==> src/hdl/svrs_pkg.sv <==
// Package with the shared widths, codes, types and helpers of the side velocity refine stencil.
package svrs_pkg;

    // Width of every coarse value, of the running sum and of the fine value.
    localparam int VALUE_WIDTH = 32;

    // Boundary codes carried by edge_case; the unused code is handled as interior.
    localparam logic [1:0] EDGE_INTERIOR = 2'd0;
    localparam logic [1:0] EDGE_LOWER    = 2'd1;
    localparam logic [1:0] EDGE_UPPER    = 2'd2;

    typedef logic signed [VALUE_WIDTH-1:0] value_t;
    // Two guard bits hold a sum or difference of four values exactly.
    typedef logic signed [VALUE_WIDTH+1:0] wide_t;
    // Signed correction, one bit wider so that its negation never overflows.
    typedef logic signed [VALUE_WIDTH:0]   corr_t;

    // One accepted input beat.
    typedef struct packed {
        logic       first_of_point;
        logic       along_odd;
        value_t     center_value;
        value_t     ahead_value;
        value_t     plus_value;
        value_t     minus_value;
        value_t     plus_ahead_value;
        value_t     minus_ahead_value;
        logic       across_odd;
        logic [1:0] edge_case;
        logic       last_of_point;
    } item_t;

    // What the gradient stage hands to the accumulator.
    typedef struct packed {
        logic   first_of_point;
        logic   last_of_point;
        value_t base;
        corr_t  corr;
    } stage_t;

    // Sign-extend a value to the guarded width.
    function automatic wide_t widen(value_t v);
        widen = {{2{v[VALUE_WIDTH-1]}}, v};
    endfunction

endpackage

==> src/hdl/svrs_item_if.sv <==
// Channel that carries one gathered stencil item per beat.
interface svrs_item_if;
    logic                         valid;
    logic                         ready;
    logic                         first_of_point;
    logic                         along_odd;
    logic signed [svrs_pkg::VALUE_WIDTH-1:0] center_value;
    logic signed [svrs_pkg::VALUE_WIDTH-1:0] ahead_value;
    logic signed [svrs_pkg::VALUE_WIDTH-1:0] plus_value;
    logic signed [svrs_pkg::VALUE_WIDTH-1:0] minus_value;
    logic signed [svrs_pkg::VALUE_WIDTH-1:0] plus_ahead_value;
    logic signed [svrs_pkg::VALUE_WIDTH-1:0] minus_ahead_value;
    logic                         across_odd;
    logic [1:0]                   edge_case;
    logic                         last_of_point;

    modport source (
        output valid, first_of_point, along_odd, center_value, ahead_value, plus_value,
               minus_value, plus_ahead_value, minus_ahead_value, across_odd, edge_case,
               last_of_point,
        input  ready
    );

    modport sink (
        input  valid, first_of_point, along_odd, center_value, ahead_value, plus_value,
               minus_value, plus_ahead_value, minus_ahead_value, across_odd, edge_case,
               last_of_point,
        output ready
    );
endinterface

==> src/hdl/svrs_result_if.sv <==
// Channel that carries one fine side value per beat.
interface svrs_result_if;
    logic                                    valid;
    logic                                    ready;
    logic signed [svrs_pkg::VALUE_WIDTH-1:0] fine_value;

    modport source (
        output valid, fine_value,
        input  ready
    );

    modport sink (
        input  valid, fine_value,
        output ready
    );
endinterface

==> src/hdl/svrs_grad.sv <==
// Gradient stage: base value and signed transverse correction, registered.
module svrs_grad (
    input  logic            clk,
    input  logic            rst_n,
    input  logic            in_valid,
    input  svrs_pkg::item_t in_data,
    output logic            in_ready,
    output logic            out_valid,
    output svrs_pkg::stage_t out_data,
    input  logic            out_ready
);

    logic              valid_reg;
    svrs_pkg::stage_t  data_reg;
    svrs_pkg::stage_t  data_next;
    svrs_pkg::wide_t   term0;
    svrs_pkg::wide_t   term1;
    svrs_pkg::wide_t   term2;
    svrs_pkg::wide_t   term3;
    svrs_pkg::wide_t   grad_sum;
    svrs_pkg::wide_t   grad_shifted;
    svrs_pkg::wide_t   mean_wide;
    svrs_pkg::corr_t   grad;
    logic              interior;

    // The stage takes a beat when it is empty or its content moves on.
    assign in_ready  = !valid_reg || out_ready;
    assign out_valid = valid_reg;
    assign out_data  = data_reg;

    // Pick the four stencil terms and the shift for the boundary case.
    always_comb
    begin
        case (in_data.edge_case)
            svrs_pkg::EDGE_LOWER:
            begin
                term0    = svrs_pkg::widen(in_data.plus_value);
                term1    = svrs_pkg::widen(in_data.plus_ahead_value);
                term2    = svrs_pkg::widen(in_data.center_value);
                term3    = svrs_pkg::widen(in_data.ahead_value);
                interior = 1'b0;
            end
            svrs_pkg::EDGE_UPPER:
            begin
                term0    = svrs_pkg::widen(in_data.center_value);
                term1    = svrs_pkg::widen(in_data.ahead_value);
                term2    = svrs_pkg::widen(in_data.minus_value);
                term3    = svrs_pkg::widen(in_data.minus_ahead_value);
                interior = 1'b0;
            end
            default:
            begin
                term0    = svrs_pkg::widen(in_data.plus_value);
                term1    = svrs_pkg::widen(in_data.plus_ahead_value);
                term2    = svrs_pkg::widen(in_data.minus_value);
                term3    = svrs_pkg::widen(in_data.minus_ahead_value);
                interior = 1'b1;
            end
        endcase

        // An even normal index uses only the terms at the center side.
        if (!in_data.along_odd)
        begin
            term1 = '0;
            term3 = '0;
        end

        // The guarded sum is exact, so the arithmetic shift is an exact floor.
        grad_sum = term0 + term1 - term2 - term3;
        case ({in_data.along_odd, interior})
            2'b00:   grad_shifted = grad_sum >>> 2;
            2'b01:   grad_shifted = grad_sum >>> 3;
            2'b10:   grad_shifted = grad_sum >>> 3;
            default: grad_shifted = grad_sum >>> 4;
        endcase
        grad = grad_shifted[svrs_pkg::VALUE_WIDTH:0];

        // Base value: the center, or the floored mean of center and ahead.
        mean_wide = (svrs_pkg::widen(in_data.center_value)
                     + svrs_pkg::widen(in_data.ahead_value)) >>> 1;

        data_next.first_of_point = in_data.first_of_point;
        data_next.last_of_point  = in_data.last_of_point;
        data_next.base           = in_data.along_odd ? mean_wide[svrs_pkg::VALUE_WIDTH-1:0]
                                                     : in_data.center_value;
        data_next.corr           = in_data.across_odd ? grad : -grad;
    end

    // Stage valid bit.
    always_ff @(posedge clk or negedge rst_n)
    begin
        if (!rst_n)
        begin
            valid_reg <= 1'b0;
        end
        else if (in_ready)
        begin
            valid_reg <= in_valid;
        end
    end

    // Stage payload.
    always_ff @(posedge clk)
    begin
        if (in_valid && in_ready)
        begin
            data_reg <= data_next;
        end
    end

endmodule

==> src/hdl/svrs_accum.sv <==
// Accumulator: saturating running sum and the registered result beat.
module svrs_accum (
    input  logic             clk,
    input  logic             rst_n,
    input  logic             in_valid,
    input  svrs_pkg::stage_t in_data,
    output logic             in_ready,
    output logic             result_valid,
    output svrs_pkg::value_t fine_value,
    input  logic             result_ready
);

    localparam int W = svrs_pkg::VALUE_WIDTH;

    svrs_pkg::value_t sum_reg;
    svrs_pkg::value_t sum_next;
    svrs_pkg::value_t fine_reg;
    logic             result_valid_reg;
    svrs_pkg::value_t base_sel;
    svrs_pkg::wide_t  total;
    logic             consume;

    // A beat that emits nothing never waits on the result register.
    assign in_ready     = !in_data.last_of_point || !result_valid_reg || result_ready;
    assign consume      = in_valid && in_ready;
    assign result_valid = result_valid_reg;
    assign fine_value   = fine_reg;

    // Add the correction to the base or to the held sum, then saturate.
    always_comb
    begin
        base_sel = in_data.first_of_point ? in_data.base : sum_reg;
        total    = svrs_pkg::widen(base_sel) + {in_data.corr[W], in_data.corr};
        if ((total[W+1:W-1] == 3'b000) || (total[W+1:W-1] == 3'b111))
        begin
            sum_next = total[W-1:0];
        end
        else if (total[W+1])
        begin
            sum_next = {1'b1, {(W-1){1'b0}}};
        end
        else
        begin
            sum_next = {1'b0, {(W-1){1'b1}}};
        end
    end

    // Running sum, kept across points.
    always_ff @(posedge clk or negedge rst_n)
    begin
        if (!rst_n)
        begin
            sum_reg <= '0;
        end
        else if (consume)
        begin
            sum_reg <= sum_next;
        end
    end

    // Result valid bit.
    always_ff @(posedge clk or negedge rst_n)
    begin
        if (!rst_n)
        begin
            result_valid_reg <= 1'b0;
        end
        else if (consume && in_data.last_of_point)
        begin
            result_valid_reg <= 1'b1;
        end
        else if (result_ready)
        begin
            result_valid_reg <= 1'b0;
        end
    end

    // Result payload.
    always_ff @(posedge clk)
    begin
        if (consume && in_data.last_of_point)
        begin
            fine_reg <= sum_next;
        end
    end

endmodule

==> src/hdl/side_velocity_refine_stencil.sv <==
// Top level of the side velocity refine stencil.
// One gathered item is accepted in every clock cycle as long as results are taken.
// An item passes an input register, the gradient stage and the saturating
// accumulator, whose result register puts the fine value of a point on the
// result channel once the beat with last_of_point is through. The running sum
// is a single register whose loop holds one add and a saturation, which sets
// the rate of one item per cycle while results are taken. The sum is kept after
// a result, so beats without first_of_point keep adding to it; it is zero after reset.
module side_velocity_refine_stencil (
    input  logic          clk,
    input  logic          rst_n,
    svrs_item_if.sink     item,
    svrs_result_if.source result
);

    logic              a_valid_reg;
    svrs_pkg::item_t   a_item_reg;
    svrs_pkg::item_t   a_item_next;
    logic              grad_ready;
    logic              b_valid;
    svrs_pkg::stage_t  b_data;
    logic              acc_ready;

    // Gather the beat's fields into one word.
    always_comb
    begin
        a_item_next.first_of_point    = item.first_of_point;
        a_item_next.along_odd         = item.along_odd;
        a_item_next.center_value      = item.center_value;
        a_item_next.ahead_value       = item.ahead_value;
        a_item_next.plus_value        = item.plus_value;
        a_item_next.minus_value       = item.minus_value;
        a_item_next.plus_ahead_value  = item.plus_ahead_value;
        a_item_next.minus_ahead_value = item.minus_ahead_value;
        a_item_next.across_odd        = item.across_odd;
        a_item_next.edge_case         = item.edge_case;
        a_item_next.last_of_point     = item.last_of_point;
    end

    assign item.ready = !a_valid_reg || grad_ready;

    // Input register valid bit.
    always_ff @(posedge clk or negedge rst_n)
    begin
        if (!rst_n)
        begin
            a_valid_reg <= 1'b0;
        end
        else if (item.ready)
        begin
            a_valid_reg <= item.valid;
        end
    end

    // Input register payload.
    always_ff @(posedge clk)
    begin
        if (item.valid && item.ready)
        begin
            a_item_reg <= a_item_next;
        end
    end

    // Gradient and base value.
    svrs_grad u_grad (
        .clk       (clk),
        .rst_n     (rst_n),
        .in_valid  (a_valid_reg),
        .in_data   (a_item_reg),
        .in_ready  (grad_ready),
        .out_valid (b_valid),
        .out_data  (b_data),
        .out_ready (acc_ready)
    );

    // Running sum and result register.
    svrs_accum u_accum (
        .clk          (clk),
        .rst_n        (rst_n),
        .in_valid     (b_valid),
        .in_data      (b_data),
        .in_ready     (acc_ready),
        .result_valid (result.valid),
        .fine_value   (result.fine_value),
        .result_ready (result.ready)
    );

endmodule

==> src/flat_wrapper.sv <==
// flat-port wrapper written by rule: the top's interface ports become plain ports
module side_velocity_refine_stencil_flat 
  (clk, rst_n, item_valid, item_first_of_point, item_along_odd, item_center_value, item_ahead_value, item_plus_value, item_minus_value, item_plus_ahead_value, item_minus_ahead_value, item_across_odd, item_edge_case, item_last_of_point, item_ready, result_valid, result_fine_value, result_ready);
  svrs_item_if item_i ();
  svrs_result_if result_i ();
  input  logic clk;
  input  logic rst_n;
  input wire logic [$bits(item_i.valid)-1:0] item_valid;
  input wire logic [$bits(item_i.first_of_point)-1:0] item_first_of_point;
  input wire logic [$bits(item_i.along_odd)-1:0] item_along_odd;
  input wire logic [$bits(item_i.center_value)-1:0] item_center_value;
  input wire logic [$bits(item_i.ahead_value)-1:0] item_ahead_value;
  input wire logic [$bits(item_i.plus_value)-1:0] item_plus_value;
  input wire logic [$bits(item_i.minus_value)-1:0] item_minus_value;
  input wire logic [$bits(item_i.plus_ahead_value)-1:0] item_plus_ahead_value;
  input wire logic [$bits(item_i.minus_ahead_value)-1:0] item_minus_ahead_value;
  input wire logic [$bits(item_i.across_odd)-1:0] item_across_odd;
  input wire logic [$bits(item_i.edge_case)-1:0] item_edge_case;
  input wire logic [$bits(item_i.last_of_point)-1:0] item_last_of_point;
  output wire logic [$bits(item_i.ready)-1:0] item_ready;
  output wire logic [$bits(result_i.valid)-1:0] result_valid;
  output wire logic [$bits(result_i.fine_value)-1:0] result_fine_value;
  input wire logic [$bits(result_i.ready)-1:0] result_ready;
  assign item_i.valid = item_valid;
  assign item_i.first_of_point = item_first_of_point;
  assign item_i.along_odd = item_along_odd;
  assign item_i.center_value = item_center_value;
  assign item_i.ahead_value = item_ahead_value;
  assign item_i.plus_value = item_plus_value;
  assign item_i.minus_value = item_minus_value;
  assign item_i.plus_ahead_value = item_plus_ahead_value;
  assign item_i.minus_ahead_value = item_minus_ahead_value;
  assign item_i.across_odd = item_across_odd;
  assign item_i.edge_case = item_edge_case;
  assign item_i.last_of_point = item_last_of_point;
  assign item_ready = item_i.ready;
  assign result_valid = result_i.valid;
  assign result_fine_value = result_i.fine_value;
  assign result_i.ready = result_ready;
  side_velocity_refine_stencil u_core (.clk(clk), .rst_n(rst_n), .item(item_i), .result(result_i));
endmodule
==> config.mk <==
export PLATFORM = sky130hd
export DESIGN_NAME = side_velocity_refine_stencil_flat
export DESIGN_NICKNAME = d
export VERILOG_FILES = /design/src/hdl/svrs_pkg.sv /design/src/hdl/svrs_item_if.sv /design/src/hdl/svrs_result_if.sv /design/src/hdl/svrs_grad.sv /design/src/hdl/svrs_accum.sv /design/src/hdl/side_velocity_refine_stencil.sv /design/src/flat_wrapper.sv
export SDC_FILE = /design/constraint.sdc
export NUM_CORES = 1
export LEC_CHECK = 0
export ABC_CLOCK_PERIOD_IN_PS = 11900
export BUFFER_PORTS_ARGS = -buffer_cell sky130_fd_sc_hd__buf_2
export CELL_PAD_IN_SITES_DETAIL_PLACEMENT = 2
export CELL_PAD_IN_SITES_GLOBAL_PLACEMENT = 2
export CORE_UTILIZATION = 43
export CTS_CLUSTER_SIZE = 16
export DETAILED_ROUTE_END_ITERATION = 16
export PLACE_DENSITY = 0.83
export SYNTH_ARGS = -nofsm -noshare
export SYNTH_HDL_FRONTEND = slang
export SYNTH_SLANG_ARGS = --single-unit
==> constraint.sdc <==
create_clock -name clk -period 11.9 [get_ports clk]
set_input_delay 0.595 -clock clk [delete_from_list [all_inputs] [get_ports clk]]
set_output_delay 0.595 -clock clk [all_outputs]
set_load 0.01 [all_outputs]
==> run_results.csv, run 1 <==
group,metric,value,unit
outcome,outcome,"finished, final reports clean",
timing,tightestPinTransition,1190,ps
timing,setup_ws,3980,ps
setup_path,critPathLaunchType,"flip-flop",
clock_network,clockRootBuffer,"clkbuf_16",
power,p_int,3.67,mW
timing,rsz0062_at_grt,"no",
finish,drive_gt1_frac,0.216,
power,pwr-share-comb,0.547,
floorplan,initial_utilization,0.436,
finish,finalNonFillerCells,2917,
synth,syn_inst,2012,
global_route,global_route.usage.total,0.280,
clock_network,post_cts_buffers,0,
detailed_routing,drt-wirelength-per-cell,24.9,microns
finish,syn_to_final_growth,14.0,%
synth,synth.most_common_cell,"edfxtp_1",
setup_path,crit_fanout,37,
timing,max_freq,126,MHz
power,pwr-share-seq,0.268,
synth,ys_async_sr_fraction,0.105,
timing,timing.final.crit_period,7920,ps
detailed_routing,drt_iter0_markers,923,
detailed_routing,drc,0,
power,power.net_switching,2.83,mW
global_route,grt_max_degree,83,
global_route,grt-ovfl-total,0,
finish,num_antenna_cells,0,
clock_network,cts_buffer_depth,3,
floorplan,ios,236,
placement,portBuffers,235,
synth,netlist_top_cells_area,"edfxtp_1 (41%), mux2_2 (7.1%), fa_1 (6.0%)",
timing,fin_skew,20.3,ps
synth,synth_flop_cell,"edfxtp_1",
floorplan,die_area,51900,sq um
timing,finalSetupViolCount,0,
synth,yosys.area.top_type,"edfxtp_1",
clock_network,cts_sinks,332,
power,vdd_drop_max,0.000156,V
power,power_density,260,nW/um^2
setup_path,endpoint_kind,"flip-flop",
detailed_routing,postRouteAntennaNets,0,
global_route,grt_pass1_wl,113000,microns
min_path,hold_path_class,"in2async",
timing,slew_viol_final,0,
synth,synthTopCellsByCount,"edfxtp_1 (297), nand2_1 (158), inv_1 (147)",
synth,synth_warnings,0,
placement,gp_congestion,0.934,
clock_network,cts_hold_buf,0,
clock_network,cts.htree.levels,2,
setup_path,cp.required,12200,ps
synth,synth_edf_count,297,
floorplan,rows,82,
synth,synth_nets,2382,
clock_network,cts_resized,0,
placement,place_hpwl,55500,microns
timing,final.setup.tns,0,ps
finish,nFillCells,5103,
synth,syn-cell-area,21900,sq um
placement,place_inst,2846,
timing,final.period_utilization,0.665,
global_route,antenna_found_initial,6,
synth,synth_top_area_frac,0.407,
synth,synth_area_per_cell,10.9,sq um
clock_network,cts_buffers,40,
timing,maxSlewHeadroom,0.198,
global_route,grt_pass1_vias,18700,
floorplan,die_h,228,microns
timing,holdWs,166,ps
finish,finalNetCount,2586,
power,clkPwrFrac,0.185,
clock_network,clock_latency,570,ps
clock_network,clkTransAtPathRegs,60,ps
detailed_routing,firstDrtPassIters,5,
synth,ys_ff_latch,332,
setup_path,critPathKind,"reg2reg",
detailed_routing,routed_via_density,5.79,
power,leakagePower,10.2,nW
power,p_total,6.50,mW
floorplan,fp.dieW,228,microns
setup_path,cp.arrival,8210,ps
placement,post-place-ws,4170,ps
clock_network,cts_tree,"built",
detailed_routing,wl,72700,microns
power,sw_frac_of_total,0.435,
floorplan,core_area,50300,sq um
finish,largest_reg_flops,198,
run,maxCapViolCount,0,
timing,report.final.hold_viol_count,0,
detailed_routing,dr_total_vias,16900,
synth,synth-seq-area-share,0.447,
synth,ys_types,85,
## power by group through the flow
| stage | Combinational [mW] | Clock [mW] | Sequential [mW] |
|---|---|---|---|
| after floorplan | 2.47 | 0 | 1.74 |
| after global placement | 3.29 | 0 | 1.74 |
| after detailed placement | 3.50 | 0 | 1.76 |
| after CTS | 3.55 | 1.23 | 1.74 |
| after global routing | 3.88 | 1.26 | 1.76 |
| final | 3.55 | 1.20 | 1.74 |
## critical path, cell delays in order (launching register included)
cell and delay, ps:
edfxtp_1 450, inv_1 110, ha_2 760, buf_4 610
mux2_2 420, fa_1 530, inv_1 50, fa_1 480
inv_1 40, ha_1 460, nand4_1 210, nor4_1 600
a311oi_1 290, a211o_1 390, a21oi_1 260, nor4_1 90
nor4_1 640, o211ai_1 270, nor4bb_1 580, nand3_1 210
o2bb2ai_1 180
## through the flow
step | instance area (sq um) | utilization
after floorplan | 21900 | -
after global placement | 23800 | 0.473
after detailed placement | 23800 | 0.473
after CTS | 25000 | 0.497
after global routing | 25000 | 0.497
final | 25000 | 0.497
## area by class of cell
| class | count | area (sq um) | area share |
|---|---|---|---|
| inverters | 148 | 561 | 0.0224 |
| multi-input cells | 1443 | 11300 | 0.451 |
| clock inverters | 22 | 185 | 0.00740 |
| well taps | 672 | 841 | 0.0336 |
| clock buffers | 49 | 1070 | 0.0426 |
| flip-flops and latches | 332 | 9790 | 0.392 |
| repair buffers | 251 | 1300 | 0.0518 |
## final timing paths
path | startpoint | end | slack, ps | depth (start not counted)
worst max-delay path | u_core.a_item_reg[1] | u_core.u_grad.out_data[31] | 3980 | 20
worst min-delay path | rst_n | u_core.u_accum.sum_reg[31] | 170 | 1
worst max register to register | u_core.a_item_reg[1] | u_core.u_grad.out_data[31] | 3980 | 20
worst min register to register | u_core.a_item_reg[0] | u_core.u_grad.out_data[65] | 420 | 0
max in group asynchronous | rst_n | u_core.u_accum.sum_reg[2] | 11160 | 1
min in group clk | item_plus_value[14] | u_core.a_item_reg[114] | 200 | 1
## cells in the final DEF (no fill, tap or decap), types with 12 or more instances in the layout
master | synthesis | routed
fa_1 | 66 | 66
nor2_1 | 133 | 133
clkbuf_16 | 0 | 41
nand2_1 | 158 | 158
edfxtp_1 | 297 | 297
a31oi_1 | 21 | 21
or3_1 | 12 | 12
buf_4 | 0 | 16
xnor2_1 | 63 | 63
a21o_1 | 44 | 44
nand3_1 | 55 | 55
nand4_1 | 19 | 19
dfrtp_1 | 35 | 35
o21ai_0 | 65 | 65
mux2_2 | 138 | 138
a211oi_1 | 13 | 13
buf_2 | 2 | 235
nor2b_1 | 12 | 12
a21oi_1 | 134 | 134
nand2b_1 | 45 | 45
o21a_1 | 15 | 15
inv_1 | 147 | 147
nor3_1 | 31 | 31
mux2i_1 | 54 | 53
o211ai_1 | 15 | 15
ha_1 | 102 | 100
xor2_1 | 33 | 33
and3_1 | 16 | 16
## per-layer routing
| metal | vias to the layer above | GRT usage | share of wire |
|---|---|---|---|
| li1 | 7778 | - | - |
| met1 | 8693 | 0.381 | 0.46 |
| met2 | 331 | 0.481 | 0.50 |
| met3 | 76 | 0.0306 | 0.032 |
| met4 | 0 | 0.0557 | 0.016 |
| met5 | - | 0 | 0 |
## logic make-up after synthesis
| family | share of synthesized area |
|---|---|
| compound gates | 0.136 |
| xor+xnor | 0.0383 |
| fa+ha+maj | 0.118 |
| buf+inv | 0.0413 |
| flops | 0.447 |
| mux | 0.0962 |
| simple gates | 0.123 |
(Power assumes the default switching activity.)
==> run 2: changes to the inputs <==
Settings changed: ABC_CLOCK_PERIOD_IN_PS 11900 to 8039, CORE_UTILIZATION 43 to 40, PLACE_DENSITY 0.83 to 0.78.
Clock period 11.9 ns to 8.04 ns, I/O delays scaled along.
==> run 2 against run 1 <==
Die area increased by 7.4%. Final area increased by 2.1%. Maximum frequency increased by 6.6%. Wire length decreased by 2.4%. Combinational power increased by 46%. Critical path depth unchanged. Final cell count increased by 2.3%. Clock power increased by 47%. Clock skew increased by 8.1 ps. Sequential power increased by 48%. Global-route usage decreased by 2.5 points. Critical endpoint is now u_core.u_grad.out_data[32]. Largest cell class unchanged.
==> run_results.csv, run 2 (synthesis results as in run 1) <==
group,metric,value,unit
clock_network,post_cts_buffers,0,
min_path,hold_path_class,"in2reg",
timing,timing.final.crit_period,7430,ps
finish,nFillCells,5464,
global_route,grt_pass1_wl,111000,microns
timing,fin_skew,28.4,ps
placement,portBuffers,235,
global_route,grt_max_degree,162,
detailed_routing,postRouteAntennaNets,0,
power,vdd_drop_max,0.000153,V
clock_network,cts_sinks,332,
clock_network,cts.htree.levels,2,
placement,gp_congestion,0.871,
timing,final.period_utilization,0.924,
power,leakagePower,10.4,nW
timing,setup_ws,609,ps
detailed_routing,firstDrtPassIters,4,
floorplan,fp.dieW,236,microns
setup_path,cp.required,8310,ps
setup_path,crit_fanout,23,
finish,syn_to_final_growth,16.4,%
clock_network,clkTransAtPathRegs,60,ps
clock_network,cts_buffers,38,
setup_path,cp.arrival,7700,ps
finish,layout_common_cells,"edfxtp_1 (297), buf_2 (235), nand2_1 (158)",
timing,final.setup.tns,0,ps
finish,fin_util,0.473,
timing,holdWs,20.5,ps
floorplan,ios,236,
clock_network,clockRootBuffer,"clkbuf_16",
detailed_routing,wl,70900,microns
finish,finalNonFillerCells,2985,
detailed_routing,drc,0,
floorplan,die_area,55800,sq um
setup_path,critPathKind,"reg2reg",
detailed_routing,drt_iter0_markers,863,
global_route,antenna_found_initial,9,
clock_network,cts_buffer_depth,3,
finish,largest_reg_flops,198,
global_route,grt-ovfl-total,0,
timing,maxSlewHeadroom,0.192,
timing,tightestPinTransition,1210,ps
finish,finalNetCount,2635,
finish,drive_gt1_frac,0.214,
global_route,grt_pass1_vias,18800,
run,maxCapViolCount,0,
floorplan,rows,85,
timing,finalSetupViolCount,0,
detailed_routing,routed_via_density,5.63,
power,p_total,9.51,mW
detailed_routing,dr_total_vias,16800,
timing,report.final.hold_viol_count,0,
detailed_routing,drt-wirelength-per-cell,23.8,microns
placement,post-place-ws,723,ps
setup_path,slowest_stage,"nor4_1",
power,power_density,373,nW/um^2
setup_path,crit_chain,"inv_1 > ha_2 > buf_4 > mux2_2 > fa_1 > inv_1 > fa_1 > inv_1 > ha_1 > nand4_1 > nor4_1 > a311oi_1 > a211o_1 > a21oi_1 > nor4_1 > nor4_1 > o211ai_1 > nor4bb_1 > a41o_1 > o21ai_1",
clock_network,clock_latency,560,ps
timing,slew_viol_final,0,
setup_path,slowest_delay,680,ps
clock_network,cts_resized,0,
finish,design_area,25500,sq um
floorplan,initial_utilization,0.406,
placement,place_hpwl,53900,microns
floorplan,die_h,236,microns
setup_path,critPathLaunchType,"flip-flop",
placement,place_inst,2875,
timing,max_freq,135,MHz
setup_path,endpoint_kind,"flip-flop",
global_route,global_route.usage.total,0.254,
clock_network,cts_tree,"built",
timing,rsz0062_at_grt,"no",
floorplan,core_area,54000,sq um
finish,final_common_cell,"edfxtp_1",
outcome,outcome,"finished, final reports clean",
placement,place_area,23800,sq um
==> run 2: cell types whose count changed in the layout (fill, tap and decap cells not counted) <==
| cell | change |
|---|---|
| buf_12 | +1 |
| inv_6 | -1 |
| clkbuf_8 | +2 |
| dlygate4sd3_1 | +46 |
| clkinv_2 | -1 |
| bufinv_16 | +1 |
| clkinv_4 | +2 |
| buf_4 | +4 |
| clkinv_1 | -8 |
| clkbuf_16 | -2 |
| clkbuf_1 | -1 |
| diode_2 | +1 |
==> run 2: final timing paths <==
path | to | from | slack [ps] | cells past startpoint
min in group asynchronous | u_core.u_accum.sum_reg[27] | rst_n | 490 | 2
max reg2reg | u_core.u_grad.out_data[32] | u_core.a_item_reg[1] | 610 | 20
max | u_core.u_grad.out_data[32] | u_core.a_item_reg[1] | 610 | 20
min reg2reg | u_core.u_grad.out_data[65] | u_core.a_item_reg[0] | 430 | 0
min | u_core.a_item_reg[164] | item_center_value[0] | 20 | 1
max in group asynchronous | u_core.u_accum.sum_reg[0] | rst_n | 6970 | 2
==> run 2: layer usage <==
metal,part of all wire,routed length [microns],GRT usage,vias to the layer above
li1,-,-,-,7865
met1,0.45,31700,0.339,8523
met2,0.49,34700,0.433,331
met3,0.040,2810,0.0352,97
met4,0.024,1700,0.0685,2
met5,0.00018,13,0,-
==> run 2: what timing repair did <==
item	CTS	global route
endpoints found under the setup margin	0	0
hold buffers	46	0
hold endpoints to repair	79	0
==> run 2: report_power, final <==
part	switching, mW	internal, mW	leakage [nW]	total [mW]
logic	3.17	2.01	6.52	5.19
registers	0.176	2.40	3.26	2.57
clock network	0.716	1.04	0.598	1.76
total	4.06	5.45	10.4	9.51
==> run 2: area by class of cell <==
cell class	count	area, sq um	share of cell area
diodes	1	2.50	0.0000980
clock buffers	48	1040	0.0407
clock inverters	15	189	0.00740
inverters	148	561	0.0220
multi-input cells	1443	11300	0.441
flip-flops and latches	332	9790	0.384
well taps	696	871	0.0341
repair buffers	302	1810	0.0708
==> run 2: worst max-delay path: cells and delay by family, from the launching register on <==
kind	cells	cell delay [ps]
buffers and inverters	4	630
adder cells (fa/ha/maj)	4	2110
multiplexers	1	400
AO/OA/AOI/OAI	6	1530
flip-flops	1	450
AND/OR/NAND/NOR	5	1990
